### src/sce_pkg.sv
// Package for the shift chain I/O expander: payload types, action codes, constants.
`default_nettype none
package sce_pkg;

    localparam int DATA_W        = 8;
    localparam int CFG_W         = 5;
    localparam int CFG_IDX_W     = 1;
    localparam int MAX_PORTS_DEF = 16;

    localparam logic [CFG_IDX_W-1:0] CFG_IN_COUNT  = 1'd0;
    localparam logic [CFG_IDX_W-1:0] CFG_OUT_COUNT = 1'd1;

    localparam logic [CFG_W-1:0] COUNT_RESET = 5'd1;

    typedef enum logic [2:0] {
        ACT_WR_OUT_BYTE = 3'd0,
        ACT_RD_OUT_BYTE = 3'd1,
        ACT_RD_IN_BYTE  = 3'd2,
        ACT_WR_OUT_BIT  = 3'd3,
        ACT_RD_OUT_BIT  = 3'd4,
        ACT_RD_IN_BIT   = 3'd5,
        ACT_SHIFT       = 3'd6
    } action_t;

    typedef enum logic {
        ST_IDLE,
        ST_EXEC
    } state_t;

    typedef struct packed {
        logic [2:0]        action;
        logic [3:0]        port_address;
        logic [6:0]        bit_address;
        logic [DATA_W-1:0] write_value;
        logic              serial_in;
    } item_t;

    typedef struct packed {
        logic              status;
        logic [DATA_W-1:0] read_data;
        logic              serial_out;
        logic              latch_pulse;
    } result_t;

    typedef struct packed {
        logic       err;
        logic       latch;
        logic       empty_frame;
        logic [2:0] bit_sel;
    } req_t;

endpackage
`default_nettype wire

### src/shift_chain_io_expander.sv
// Top level of the shift chain I/O expander: control, image memories and result register.
//
// Usage:
//   item / item_valid / item_ready carry one access or one shift bit per transaction.
//   result / result_valid / result_ready return exactly one result per item.
//   cfg_we / cfg_index / cfg_data set the input and output port counts; a count write
//   clears both byte images and the frame bit position. Write only while idle.
// Timing:
//   The edge that accepts an item issues the image memory reads. In the execute state that
//   follows, the read-modify-write completes and the result is loaded into the output
//   register, unless a pending result holds it. item_ready is low in the execute state,
//   so an item is not taken before the last one is loaded, as the image reads are registered.
//   The next item is accepted while a result still waits in the output register.
// Stall:
//   If the receiver holds result_ready low with a result pending, the item in flight
//   waits with its read data held and item_ready stays low until the register frees.
// Reset:
//   rst_n is asynchronous, active low. Both counts return to 1 and both images read as
//   zero through per-entry valid bits cleared at once; no clearing pass is needed.
`default_nettype none
module shift_chain_io_expander #(
    parameter int MAX_PORTS = sce_pkg::MAX_PORTS_DEF
) (
    input  wire logic                         clk,
    input  wire logic                         rst_n,
    input  wire sce_pkg::item_t               item,
    input  wire logic                         item_valid,
    output logic                              item_ready,
    output sce_pkg::result_t                  result,
    output logic                              result_valid,
    input  wire logic                         result_ready,
    input  wire logic                         cfg_we,
    input  wire logic [sce_pkg::CFG_IDX_W-1:0] cfg_index,
    input  wire logic [sce_pkg::CFG_W-1:0]    cfg_data
);

    localparam int AW = (MAX_PORTS > 1) ? $clog2(MAX_PORTS) : 1;
    localparam int DW = sce_pkg::DATA_W;

    sce_pkg::state_t  state_reg;
    sce_pkg::state_t  state_next;
    sce_pkg::item_t   item_reg;
    sce_pkg::req_t    req;
    sce_pkg::req_t    req_reg;
    sce_pkg::result_t result_reg;
    sce_pkg::result_t result_next;

    logic [sce_pkg::CFG_W-1:0] in_cnt_reg;
    logic [sce_pkg::CFG_W-1:0] out_cnt_reg;
    logic [MAX_PORTS-1:0]      out_vld_reg;
    logic [MAX_PORTS-1:0]      out_vld_next;
    logic [MAX_PORTS-1:0]      in_vld_reg;
    logic [MAX_PORTS-1:0]      in_vld_next;
    logic [AW-1:0]             out_addr;
    logic [AW-1:0]             in_addr;
    logic [AW-1:0]             out_addr_reg;
    logic [AW-1:0]             in_addr_reg;
    logic [DW-1:0]             out_ram_q;
    logic [DW-1:0]             in_ram_q;
    logic [DW-1:0]             out_q;
    logic [DW-1:0]             in_q;
    logic [DW-1:0]             mask;
    logic [DW-1:0]             out_wd;
    logic [DW-1:0]             in_wd;
    logic                      out_we;
    logic                      in_we;
    logic                      accept;
    logic                      out_load;
    logic                      result_valid_reg;
    logic                      result_valid_next;

    assign accept = item_valid && item_ready;

    sce_decode #(
        .MAX_PORTS (MAX_PORTS)
    ) u_decode (
        .clk       (clk),
        .rst_n     (rst_n),
        .item      (item),
        .accept    (accept),
        .cfg_clear (cfg_we),
        .in_count  (in_cnt_reg),
        .out_count (out_cnt_reg),
        .out_addr  (out_addr),
        .in_addr   (in_addr),
        .req       (req)
    );

    sce_ram #(
        .WIDTH (DW),
        .DEPTH (MAX_PORTS)
    ) u_out_image (
        .clk   (clk),
        .we    (out_we),
        .waddr (out_addr_reg),
        .wdata (out_wd),
        .re    (accept),
        .raddr (out_addr),
        .rdata (out_ram_q)
    );

    sce_ram #(
        .WIDTH (DW),
        .DEPTH (MAX_PORTS)
    ) u_in_image (
        .clk   (clk),
        .we    (in_we),
        .waddr (in_addr_reg),
        .wdata (in_wd),
        .re    (accept),
        .raddr (in_addr),
        .rdata (in_ram_q)
    );

    always_ff @(posedge clk or negedge rst_n)
    begin
        if (!rst_n)
        begin
            state_reg <= sce_pkg::ST_IDLE;
        end
        else
        begin
            state_reg <= state_next;
        end
    end

    always_comb
    begin
        state_next = state_reg;
        item_ready = 1'b0;
        out_load   = 1'b0;
        unique case (state_reg)
            sce_pkg::ST_IDLE:
            begin
                item_ready = 1'b1;
                if (item_valid)
                begin
                    state_next = sce_pkg::ST_EXEC;
                end
            end
            sce_pkg::ST_EXEC:
            begin
                if (!result_valid_reg || result_ready)
                begin
                    out_load   = 1'b1;
                    state_next = sce_pkg::ST_IDLE;
                end
            end
            default:
            begin
                state_next = sce_pkg::ST_IDLE;
            end
        endcase
    end

    // execute stage: read-modify-write of the images
    always_comb
    begin
        out_q       = out_vld_reg[out_addr_reg] ? out_ram_q : '0;
        in_q        = in_vld_reg[in_addr_reg] ? in_ram_q : '0;
        mask        = DW'(1) << req_reg.bit_sel;
        out_wd      = '0;
        in_wd       = '0;
        out_we      = 1'b0;
        in_we       = 1'b0;
        result_next = '0;

        unique case (item_reg.action) inside
            sce_pkg::ACT_WR_OUT_BYTE:
            begin
                out_wd                = item_reg.write_value;
                out_we                = out_load && !req_reg.err;
                result_next.read_data = item_reg.write_value;
            end
            sce_pkg::ACT_RD_OUT_BYTE:
            begin
                result_next.read_data = out_q;
            end
            sce_pkg::ACT_RD_IN_BYTE:
            begin
                result_next.read_data = in_q;
            end
            sce_pkg::ACT_WR_OUT_BIT:
            begin
                out_wd                = item_reg.write_value[0] ? (out_q | mask)
                                                                : (out_q & ~mask);
                out_we                = out_load && !req_reg.err;
                result_next.read_data = DW'(item_reg.write_value[0]);
            end
            sce_pkg::ACT_RD_OUT_BIT:
            begin
                result_next.read_data = DW'(out_q[req_reg.bit_sel]);
            end
            sce_pkg::ACT_RD_IN_BIT:
            begin
                result_next.read_data = DW'(in_q[req_reg.bit_sel]);
            end
            sce_pkg::ACT_SHIFT:
            begin
                in_wd                   = item_reg.serial_in ? (in_q | mask) : (in_q & ~mask);
                in_we                   = out_load && !req_reg.empty_frame;
                result_next.serial_out  = !req_reg.empty_frame && out_q[req_reg.bit_sel];
                result_next.latch_pulse = req_reg.latch;
            end
            default:
            begin
                result_next = '0;
            end
        endcase

        if (req_reg.err)
        begin
            result_next        = '0;
            result_next.status = 1'b1;
        end
    end

    always_comb
    begin
        out_vld_next = out_vld_reg;
        in_vld_next  = in_vld_reg;
        if (cfg_we)
        begin
            out_vld_next = '0;
            in_vld_next  = '0;
        end
        else
        begin
            if (out_we)
            begin
                out_vld_next[out_addr_reg] = 1'b1;
            end
            if (in_we)
            begin
                in_vld_next[in_addr_reg] = 1'b1;
            end
        end

        result_valid_next = result_valid_reg;
        if (out_load)
        begin
            result_valid_next = 1'b1;
        end
        else if (result_ready)
        begin
            result_valid_next = 1'b0;
        end
    end

    always_ff @(posedge clk or negedge rst_n)
    begin
        if (!rst_n)
        begin
            in_cnt_reg       <= sce_pkg::COUNT_RESET;
            out_cnt_reg      <= sce_pkg::COUNT_RESET;
            out_vld_reg      <= '0;
            in_vld_reg       <= '0;
            result_valid_reg <= 1'b0;
        end
        else
        begin
            out_vld_reg      <= out_vld_next;
            in_vld_reg       <= in_vld_next;
            result_valid_reg <= result_valid_next;
            if (cfg_we)
            begin
                unique case (cfg_index)
                    sce_pkg::CFG_IN_COUNT:  in_cnt_reg  <= cfg_data;
                    sce_pkg::CFG_OUT_COUNT: out_cnt_reg <= cfg_data;
                    default:                in_cnt_reg  <= in_cnt_reg;
                endcase
            end
        end
    end

    always_ff @(posedge clk)
    begin
        if (accept)
        begin
            item_reg     <= item;
            req_reg      <= req;
            out_addr_reg <= out_addr;
            in_addr_reg  <= in_addr;
        end
        if (out_load)
        begin
            result_reg <= result_next;
        end
    end

    assign result       = result_reg;
    assign result_valid = result_valid_reg;

    a_one_in_flight: assert property (@(posedge clk) disable iff (!rst_n)
        (item_valid && item_ready) |=> !item_ready)
        else $error("item accepted while previous item still executing");

    a_error_zero_data: assert property (@(posedge clk) disable iff (!rst_n)
        result_valid |-> !(result.status && (result.read_data != '0)))
        else $error("error status with nonzero read data");

    a_latch_on_shift: assert property (@(posedge clk) disable iff (!rst_n)
        (out_load && (result_next.latch_pulse || result_next.serial_out))
        |-> (item_reg.action == sce_pkg::ACT_SHIFT))
        else $error("latch or serial data on a non-shift transaction");

endmodule
`default_nettype wire

### src/sce_ram.sv
// Generic single-port-write, registered-read RAM.
`default_nettype none
module sce_ram #(
    parameter int WIDTH = 8,
    parameter int DEPTH = 16,
    localparam int AW = (DEPTH > 1) ? $clog2(DEPTH) : 1
) (
    input  wire logic             clk,
    input  wire logic             we,
    input  wire logic [AW-1:0]    waddr,
    input  wire logic [WIDTH-1:0] wdata,
    input  wire logic             re,
    input  wire logic [AW-1:0]    raddr,
    output logic      [WIDTH-1:0] rdata
);

    logic [WIDTH-1:0] mem [DEPTH];

    always_ff @(posedge clk)
    begin
        if (we)
        begin
            mem[waddr] <= wdata;
        end
        if (re)
        begin
            rdata <= mem[raddr];
        end
    end

endmodule
`default_nettype wire

### src/sce_decode.sv
// Item decode: range checks, frame address mapping and the frame bit position counter.
`default_nettype none
module sce_decode #(
    parameter int MAX_PORTS = sce_pkg::MAX_PORTS_DEF,
    localparam int AW = (MAX_PORTS > 1) ? $clog2(MAX_PORTS) : 1
) (
    input  wire logic                     clk,
    input  wire logic                     rst_n,
    input  wire sce_pkg::item_t           item,
    input  wire logic                     accept,
    input  wire logic                     cfg_clear,
    input  wire logic [sce_pkg::CFG_W-1:0] in_count,
    input  wire logic [sce_pkg::CFG_W-1:0] out_count,
    output logic      [AW-1:0]            out_addr,
    output logic      [AW-1:0]            in_addr,
    output sce_pkg::req_t                 req
);

    localparam int CNT_W = $clog2(MAX_PORTS + 1);
    localparam int EW    = (CNT_W > sce_pkg::CFG_W) ? CNT_W : sce_pkg::CFG_W;
    localparam int TW    = EW + 3;
    localparam int POS_W = AW + 3;

    logic [POS_W-1:0] pos_reg;
    logic [POS_W-1:0] pos_next;

    logic [EW-1:0] in_ext;
    logic [EW-1:0] out_ext;
    logic [EW-1:0] in_cnt;
    logic [EW-1:0] out_cnt;
    logic [EW-1:0] flen;
    logic [EW-1:0] sel_ext;
    logic [EW-1:0] out_diff;
    logic [TW-1:0] total;
    logic [TW-1:0] pos_ext;
    logic [TW-1:0] pos_eff;
    logic [TW-1:0] pos_inc;
    logic [3:0]    sel;
    logic          is_byte;
    logic          is_shift;
    logic          out_ok;
    logic          in_ok;
    logic          wrap;
    logic          empty;

    always_comb
    begin
        in_ext   = EW'(in_count);
        out_ext  = EW'(out_count);
        in_cnt   = (in_ext > EW'(MAX_PORTS)) ? EW'(MAX_PORTS) : in_ext;
        out_cnt  = (out_ext > EW'(MAX_PORTS)) ? EW'(MAX_PORTS) : out_ext;
        flen     = (in_cnt >= out_cnt) ? in_cnt : out_cnt;
        is_shift = (item.action == sce_pkg::ACT_SHIFT);
        is_byte  = (item.action == sce_pkg::ACT_WR_OUT_BYTE) ||
                   (item.action == sce_pkg::ACT_RD_OUT_BYTE) ||
                   (item.action == sce_pkg::ACT_RD_IN_BYTE);
        sel      = is_byte ? item.port_address : item.bit_address[6:3];
        sel_ext  = EW'(sel);
        out_ok   = (sel_ext < out_cnt);
        in_ok    = (sel_ext < in_cnt);
        out_diff = flen - EW'(1) - sel_ext;

        total    = {flen, 3'b000};
        pos_ext  = TW'(pos_reg);
        pos_eff  = (pos_ext >= total) ? '0 : pos_ext;
        pos_inc  = pos_eff + TW'(1);
        wrap     = (pos_inc >= total);
        empty    = (flen == '0);

        out_addr = is_shift ? AW'(pos_eff >> 3) : out_diff[AW-1:0];
        in_addr  = is_shift ? AW'(pos_eff >> 3) : sel_ext[AW-1:0];

        req.bit_sel     = is_shift ? ~pos_eff[2:0] : item.bit_address[2:0];
        req.empty_frame = empty;
        req.latch       = is_shift && (empty || wrap);

        unique case (item.action) inside
            sce_pkg::ACT_WR_OUT_BYTE, sce_pkg::ACT_RD_OUT_BYTE,
            sce_pkg::ACT_WR_OUT_BIT, sce_pkg::ACT_RD_OUT_BIT:
                req.err = !out_ok;
            sce_pkg::ACT_RD_IN_BYTE, sce_pkg::ACT_RD_IN_BIT:
                req.err = !in_ok;
            sce_pkg::ACT_SHIFT:
                req.err = 1'b0;
            default:
                req.err = 1'b1;
        endcase

        pos_next = pos_reg;
        if (cfg_clear)
        begin
            pos_next = '0;
        end
        else if (accept && is_shift)
        begin
            pos_next = (empty || wrap) ? '0 : POS_W'(pos_inc);
        end
    end

    always_ff @(posedge clk or negedge rst_n)
    begin
        if (!rst_n)
        begin
            pos_reg <= '0;
        end
        else
        begin
            pos_reg <= pos_next;
        end
    end

endmodule
`default_nettype wire

### config.mk
export PLATFORM = sky130hd
export DESIGN_NAME = shift_chain_io_expander
export DESIGN_NICKNAME = d
export VERILOG_FILES = /design/src/sce_pkg.sv /design/src/shift_chain_io_expander.sv /design/src/sce_ram.sv /design/src/sce_decode.sv
export SDC_FILE = /design/constraint.sdc
export NUM_CORES = 1
export LEC_CHECK = 0
export BUFFER_PORTS_ARGS = -buffer_cell sky130_fd_sc_hd__buf_2
export CORE_MARGIN = 2
export CORE_UTILIZATION = 40
export CTS_BUF_LIST = sky130_fd_sc_hd__clkbuf_8
export CTS_CLUSTER_DIAMETER = 30
export DETAILED_ROUTE_END_ITERATION = 10
export PLACE_DENSITY_LB_ADDON = 0.12
export SYNTH_ARGS = -nofsm -noshare
export SYNTH_HDL_FRONTEND = slang
export SYNTH_SLANG_ARGS = --single-unit
### constraint.sdc
create_clock -name clk -period 9.3 [get_ports clk]
set_input_delay 1.86 -clock clk [delete_from_list [all_inputs] [get_ports clk]]
set_output_delay 1.86 -clock clk [all_outputs]
set_load 0.02 [all_outputs]
-- Yosys cells after proc, flatten, opt, wreduce, memory -nomap -nowiden
Memory sizes are Yosys's and may differ from the RTL's. A register that Yosys moved wholly into a read port is not among the register bits.
Cells that the tools add are included.
- bits of input ports: 34
- bits in writable memories: 256
- register bits: 88
- memories kept: 2
- output and inout bits: 13
- reductions and logical operators: 30
- magnitude comparators: 12
- $add $sub $neg: 3
- eq/ne operators: 12
- shifts and indexed selects: 1
- muxes and demuxes: 51
- bitwise gates (word level): 11
- memories (memory ; words ; bits a word ; rd ports ; clocked after memory_dff ; write ports ; line ; source):
    u_in_image.mem ; 16 ; 8 ; 1 ; 1 ; 1 ; sce_ram.sv:17 ; logic [WIDTH-1:0] mem [DEPTH];
    u_out_image.mem ; 16 ; 8 ; 1 ; 1 ; 1 ; sce_ram.sv:17 ;
- operator list (cell ; count):
    16-bit 2-to-1 mux ; 4
    8-bit case mux with 6 select lines ; 1
    8-bit 2-to-1 mux ; 5
    16-bit OR ; 2
    7-bit 2-to-1 mux ; 4
    1-bit 2-to-1 mux ; 19
    3-bit equality test (second input constant) ; 6
    8-bit AND ; 2
    8-bit OR ; 2
    8-bit case mux with 2 select lines ; 1
    5-bit 2-to-1 mux ; 3
    3-bit by 2-bit equality test with 1-bit output (second input constant) ; 4
    4-bit 2-to-1 mux ; 3
    11-bit 2-to-1 mux ; 1
    5-bit > comparator (second input constant) ; 2
    4-bit by 5-bit < comparator with 1-bit output ; 2
    4-bit by 5-bit < comparator with 1-bit output (second input constant) ; 2
    8-bit by 1-bit adder with 8-bit output (second input constant) ; 1
    1-bit binary-select mux with 4-bit select ; 2
    1-bit demux with 4-bit select ; 2
    4-bit by 1-bit >= comparator with 1-bit output (second input constant) ; 2
    7-bit by 8-bit >= comparator with 1-bit output ; 1
    8-bit >= comparator ; 1
    1-bit logical AND ; 8
    22 further kinds ; 40

-- Depth between registers and ports, before layout
- depth after elaboration: 12
- depth in mapped cells: 28
- mapped depth without buffers: 26

-- Cells and area by module
From an unflattened synthesis, not the netlist that was laid out.
- cells, all modules: 986
- area total of the unflattened synthesis: 15695.1 µm²
- by module, submodules not included (module ; times used ; cells an instance ; area each (µm²)):
    sce_ram ; 2 ; 229 ; 5227.5
    shift_chain_io_expander ; 1 ; 349 ; 3860.0
    sce_decode ; 1 ; 179 ; 1380.1

-- Worst setup path before layout
Ideal clock, no wire load.
- path kind: reg2reg
- from: register in_cnt_reg[4] (netlist bit)
- to: register u_decode.pos_reg[4]
- library setup time: 0.095 ns
- arrival time: 5.553 ns
- data required time: 9.205 ns
- stages on the path, launching flop included: 28
- period minus slack after synthesis: 5.648 ns
- buffers on the path: 2
- setup slack: 3.652 ns
- path through: dfrtp_1 -> clkbuf_1 -> nand2b_1 -> ha_1 -> nand2b_1 -> a211o_1 -> a21oi_2 -> mux2i_1 -> inv_1 -> ha_1 -> o21a_1 -> o311ai_1 -> a22oi_1 -> nand2_1 -> and2_1 -> ha_1 -> nand2_1 -> nor2_1 -> xnor2_1 -> nor2_1 -> ha_1 -> nor2b_1 -> o21ai_0 -> nand2b_1 -> a211o_1 -> or3_1 -> clkbuf_1 -> o31ai_1
- cells in the longest elaborated chain, start to end: 12
- elaborated cells on any way between the ends: 13
- ends and longest elaborated chain (item ; line ; source):
    from (decl) ; shift_chain_io_expander.sv:48 ; logic [sce_pkg::CFG_W-1:0] in_cnt_reg;
    from (signal assigned) ; shift_chain_io_expander.sv:254 ; in_cnt_reg <= sce_pkg::COUNT_RESET;
    from (signal assigned) ; shift_chain_io_expander.sv:268 ; sce_pkg::CFG_IN_COUNT: in_cnt_reg <= cfg_data;
    from (signal assigned) ; shift_chain_io_expander.sv:270 ; default: in_cnt_reg <= in_cnt_reg;
    5-bit > comparator ; sce_decode.sv:50 ; in_cnt = (in_ext > EW'(MAX_PORTS)) ? EW'(MAX_PORTS) : in_ext;
    5-bit 2-to-1 mux * ; sce_decode.sv:50 ;
    5-bit >= comparator ; sce_decode.sv:52 ; flen = (in_cnt >= out_cnt) ? in_cnt : out_cnt;
    5-bit 2-to-1 mux * ; sce_decode.sv:52 ;
    7-bit by 8-bit >= comparator with 1-bit output ; sce_decode.sv:65 ; pos_eff = (pos_ext >= total) ? '0 : pos_ext;
    7-bit 2-to-1 mux ; sce_decode.sv:65 ;
    8-bit by 1-bit adder with 8-bit output ; sce_decode.sv:66 ; pos_inc = pos_eff + TW'(1);
    8-bit >= comparator ; sce_decode.sv:67 ; wrap = (pos_inc >= total);
    1-bit logical OR ; sce_decode.sv:96 ; pos_next = (empty || wrap) ? '0 : POS_W'(pos_inc);
    7-bit 2-to-1 mux * ; sce_decode.sv:96 ;
    7-bit 2-to-1 mux * ; sce_decode.sv:94 ; else if (accept && is_shift)
    7-bit 2-to-1 mux * ; sce_decode.sv:90 ; if (cfg_clear)
    to (signal assigned) ; sce_decode.sv:108 ; pos_reg <= pos_next;
    to (decl) ; sce_decode.sv:24 ; logic [POS_W-1:0] pos_reg;
Mark *: on every way between the ends. The rest lies on a longest branch, timed or not. The select of a mux whose other input is x is not followed.
A chain may end at the register's enable or synchronous reset.

-- Worst setup path in the final report
- from: register in_cnt_reg[4] (netlist bit)
- to: register u_in_image.rdata[4], read port of u_in_image.mem, data pin
- cells in the longest elaborated chain, start to end: 7
- ends and longest elaborated chain (item ; line ; source):
    5-bit > comparator ; sce_decode.sv:50 ;
    5-bit 2-to-1 mux * ; sce_decode.sv:50 ;
    5-bit >= comparator ; sce_decode.sv:52 ;
    5-bit 2-to-1 mux * ; sce_decode.sv:52 ;
    7-bit by 8-bit >= comparator with 1-bit output * ; sce_decode.sv:65 ;
    7-bit 2-to-1 mux * ; sce_decode.sv:65 ;
    4-bit 2-to-1 mux * ; sce_decode.sv:71 ; in_addr = is_shift ? AW'(pos_eff >> 3) : sel_ext[AW-1:0];
    to (decl) ; sce_ram.sv:14 ; output logic [WIDTH-1:0] rdata
Mark *: on every way between the ends. The rest lies on a longest branch, timed or not.

==> out/qor.txt <==
status - complete, no violations
clock tree buffer depth - 3
IO buf count - 46
clock skew - 0.0297 ns
CTS H-Tree Depth - 3
max-capacitance violation count - 0
first-iteration detailed-routing DRC count - 747
HP Class - register to register
peak supply drop - 0.000126 V
worst path bufs/invs - 4
Yosys reg bits - 360
syn_area_per_cell - 13.4 sq um
Tmin final - 6.49 ns
Die Width - 205 um
Final Net Count - 1332
design area - 0.0185 sq mm
Mapped Area - 0.0162 sq mm
critical path class - register to register
slowest CP cell - a21oi_4
cells after synthesis - 1207
Post-CTS Hold Buffers - 0
Die ar. - 0.0421 sq mm
detailed placement HPWL - 26.7 mm
sequential cell area - 0.0106 sq mm
PD cells - 249 mW/mm^2
critical path launch point type - register
first-pass GRT wire length - 63.2 mm
placed cell count - 1720
fraction of layout cells with a size suffix above 1 - 19.6%
share of the yosys chip area belonging to registers - 65.3%
count leader, synth - edfxtp_1
initial antenna violation count - 0
relative slew slack - 17.8%
CP Data Required Time - 9.65 ns
worst endpoint data arrival time - 6.85 ns
Setup crit end kind - register
drt total wl - 41.0 mm
io pins - 47
Post-CTS Resized - 0
CTS tree - yes
critical path, cell by cell - nand2b_1, inv_1, ha_1, nand2_1, o41ai_4, a21oi_2, mux2i_1, inv_1, ha_1, o21a_1, o311ai_1, a22oi_1, a21oi_4, buf_4, a21oi_4, inv_2, mux2i_1, a211oi_1, or4_1
Initial Utilization - 40.6%
Post-synth top flop - edfxtp_1
worst skew pair latency - 0.62 ns
clk sinks - 360
Slew @ Worst Pin - 1.23 ns
Final Max Tran Viols - 0
number of flops mapped to enable cells by yosys - 309
PnR Total Power - 4.62 mW
Syn Nets - 1264
die height - 205 um
Final Core Density - 46.5%
Area growth syn-to-layout - 14.5%
Fillers - 3637
row count - 73
top cell type's share of synthesized area - 57.4%
top cells by count, synth - 309 x edfxtp_1, 116 x nor2_1, 66 x a211oi_1
# setup viols final - 0
Total Neg Setup Slack - 0 ns
Critical Path Fanout Max - 33
biggest regs - u_in_image.mem (128), u_out_image.mem (128)
Post-DP Area - 0.0169 sq mm
Clock transition at path regs - 0.05 ns
distinct cell type count after synthesis - 69
CTS buffer count - 78
unrepaired setup endpoints after global routing - no
hold_ws - 0.494 ns
vias in the first global route - 10.2k
post-route antenna net violation count - 0
pre-CTS setup slack - 2.78 ns
area of the multi-input gates - 0.00521 sq mm
setup bufs post-CTS - 0
cell family with most CP delay - compound AO/OA/AOI/OAI gates
Non-Filler Instances - 1859
Root Driver - clkbuf_8
Synth async-reset ratio - 14.2%
largest net degree at the start of global routing - 66
CORE AREA - 0.0398 sq mm
1st-pass router iterations - 5
slowest cell delay on critical path - 0.76 ns
gpl congestion - 0.856
Final Hold Viols - 0
DRC - 0
Final Cycle Share - 69.8%
gr usage total - 20.1%
grt total ovfl - 0
final worst slack - 2.81 ns
static leakage - 6.77 nW
Via Count - 10.2k
most area-hungry cell type in the Yosys netlist - edfxtp_1
wire length per cell - 22.1 um
ANT cells - 0
Yosys warnings - 0
synth top area cells - edfxtp_1 57%, dfrtp_1 7.6%, mux2i_1 3.3%
Vias/cell - 5.49
Peak Freq - 0.154 GHz
[final cells by class]
type / instances / area share (%)
sequential: 360 / 57.0
multi-input combinational: 745 / 28.1
clock buffer: 81 / 6.02
tap: 525 / 3.55
clock inverter: 58 / 2.78
timing repair buffer: 67 / 2.09
inverter: 23 / 0.466
[power by group]
part / internal [mW] / switching, mW / leakage (nW)
clock network: 1.06 / 0.717 / 0.856
registers: 1.88 / 0.0974 / 3.79
logic: 0.288 / 0.577 / 2.12
[path summary, 6_finish.rpt]
path / startpoint / depth (start not counted) / endpoint / slack (ns)
setup / recovery: in_cnt_reg[4] / 19 / u_in_image.rdata[4] / 2.81
hold / removal: in_vld_reg[3] / 2 / in_vld_reg[3] / 0.49
setup reg to reg: in_cnt_reg[4] / 19 / u_in_image.rdata[4] / 2.81
hold reg to reg: in_vld_reg[3] / 2 / in_vld_reg[3] / 0.49
max in group asynchronous: rst_n / 2 / u_decode.pos_reg[3] / 7.44
min in group asynchronous: rst_n / 2 / out_cnt_reg[3] / 1.37
[tightest hold or removal path: stages, from the launching register on]
cell and delay (ns):
dfrtp_1 0.33, nor2_1 0.05, nor2_1 0.07
[per-layer routing]
layer / GRT usage, % / routed length [um] / vias up
met5: 0 / 0 / -
met1: 26.7 / 18000 / 5082
li1: - / - / 4794
met3: 3.64 / 1900 / 73
met2: 32.8 / 19800 / 266
met4: 8.14 / 1270 / 0
[cells in the final DEF, fill, tap and decap left out, types with 33 or more instances in the layout]
cell type / instances
buf_2: 46
a21oi_1: 37
inv_1: 33
nand2_1: 52
a211oi_1: 66
nand3_1: 58
mux2i_1: 54
dfrtp_1: 49
nor2_1: 116
o21ai_0: 46
edfxtp_1: 309
clkbuf_8: 81
a21boi_0: 35
[kinds of logic (layout without fill, tap and decap cells)]
| group | Yosys count | count (layout) | synth area share (%) |
|---|---|---|---|
| flip-flops | 360 | 360 | 65.3 |
| AO/OA/AOI/OAI | 272 | 272 | 11.9 |
| AND/OR/NAND/NOR | 346 | 346 | 10.5 |
| XOR/XNOR | 8 | 8 | 0.433 |
| buffers and inverters | 102 | 229 | 2.84 |
| adder cells (fa/ha/maj) | 23 | 23 | 1.83 |
| multiplexers | 96 | 96 | 7.24 |
No activity file was read; power rests on OpenSTA's default activity.
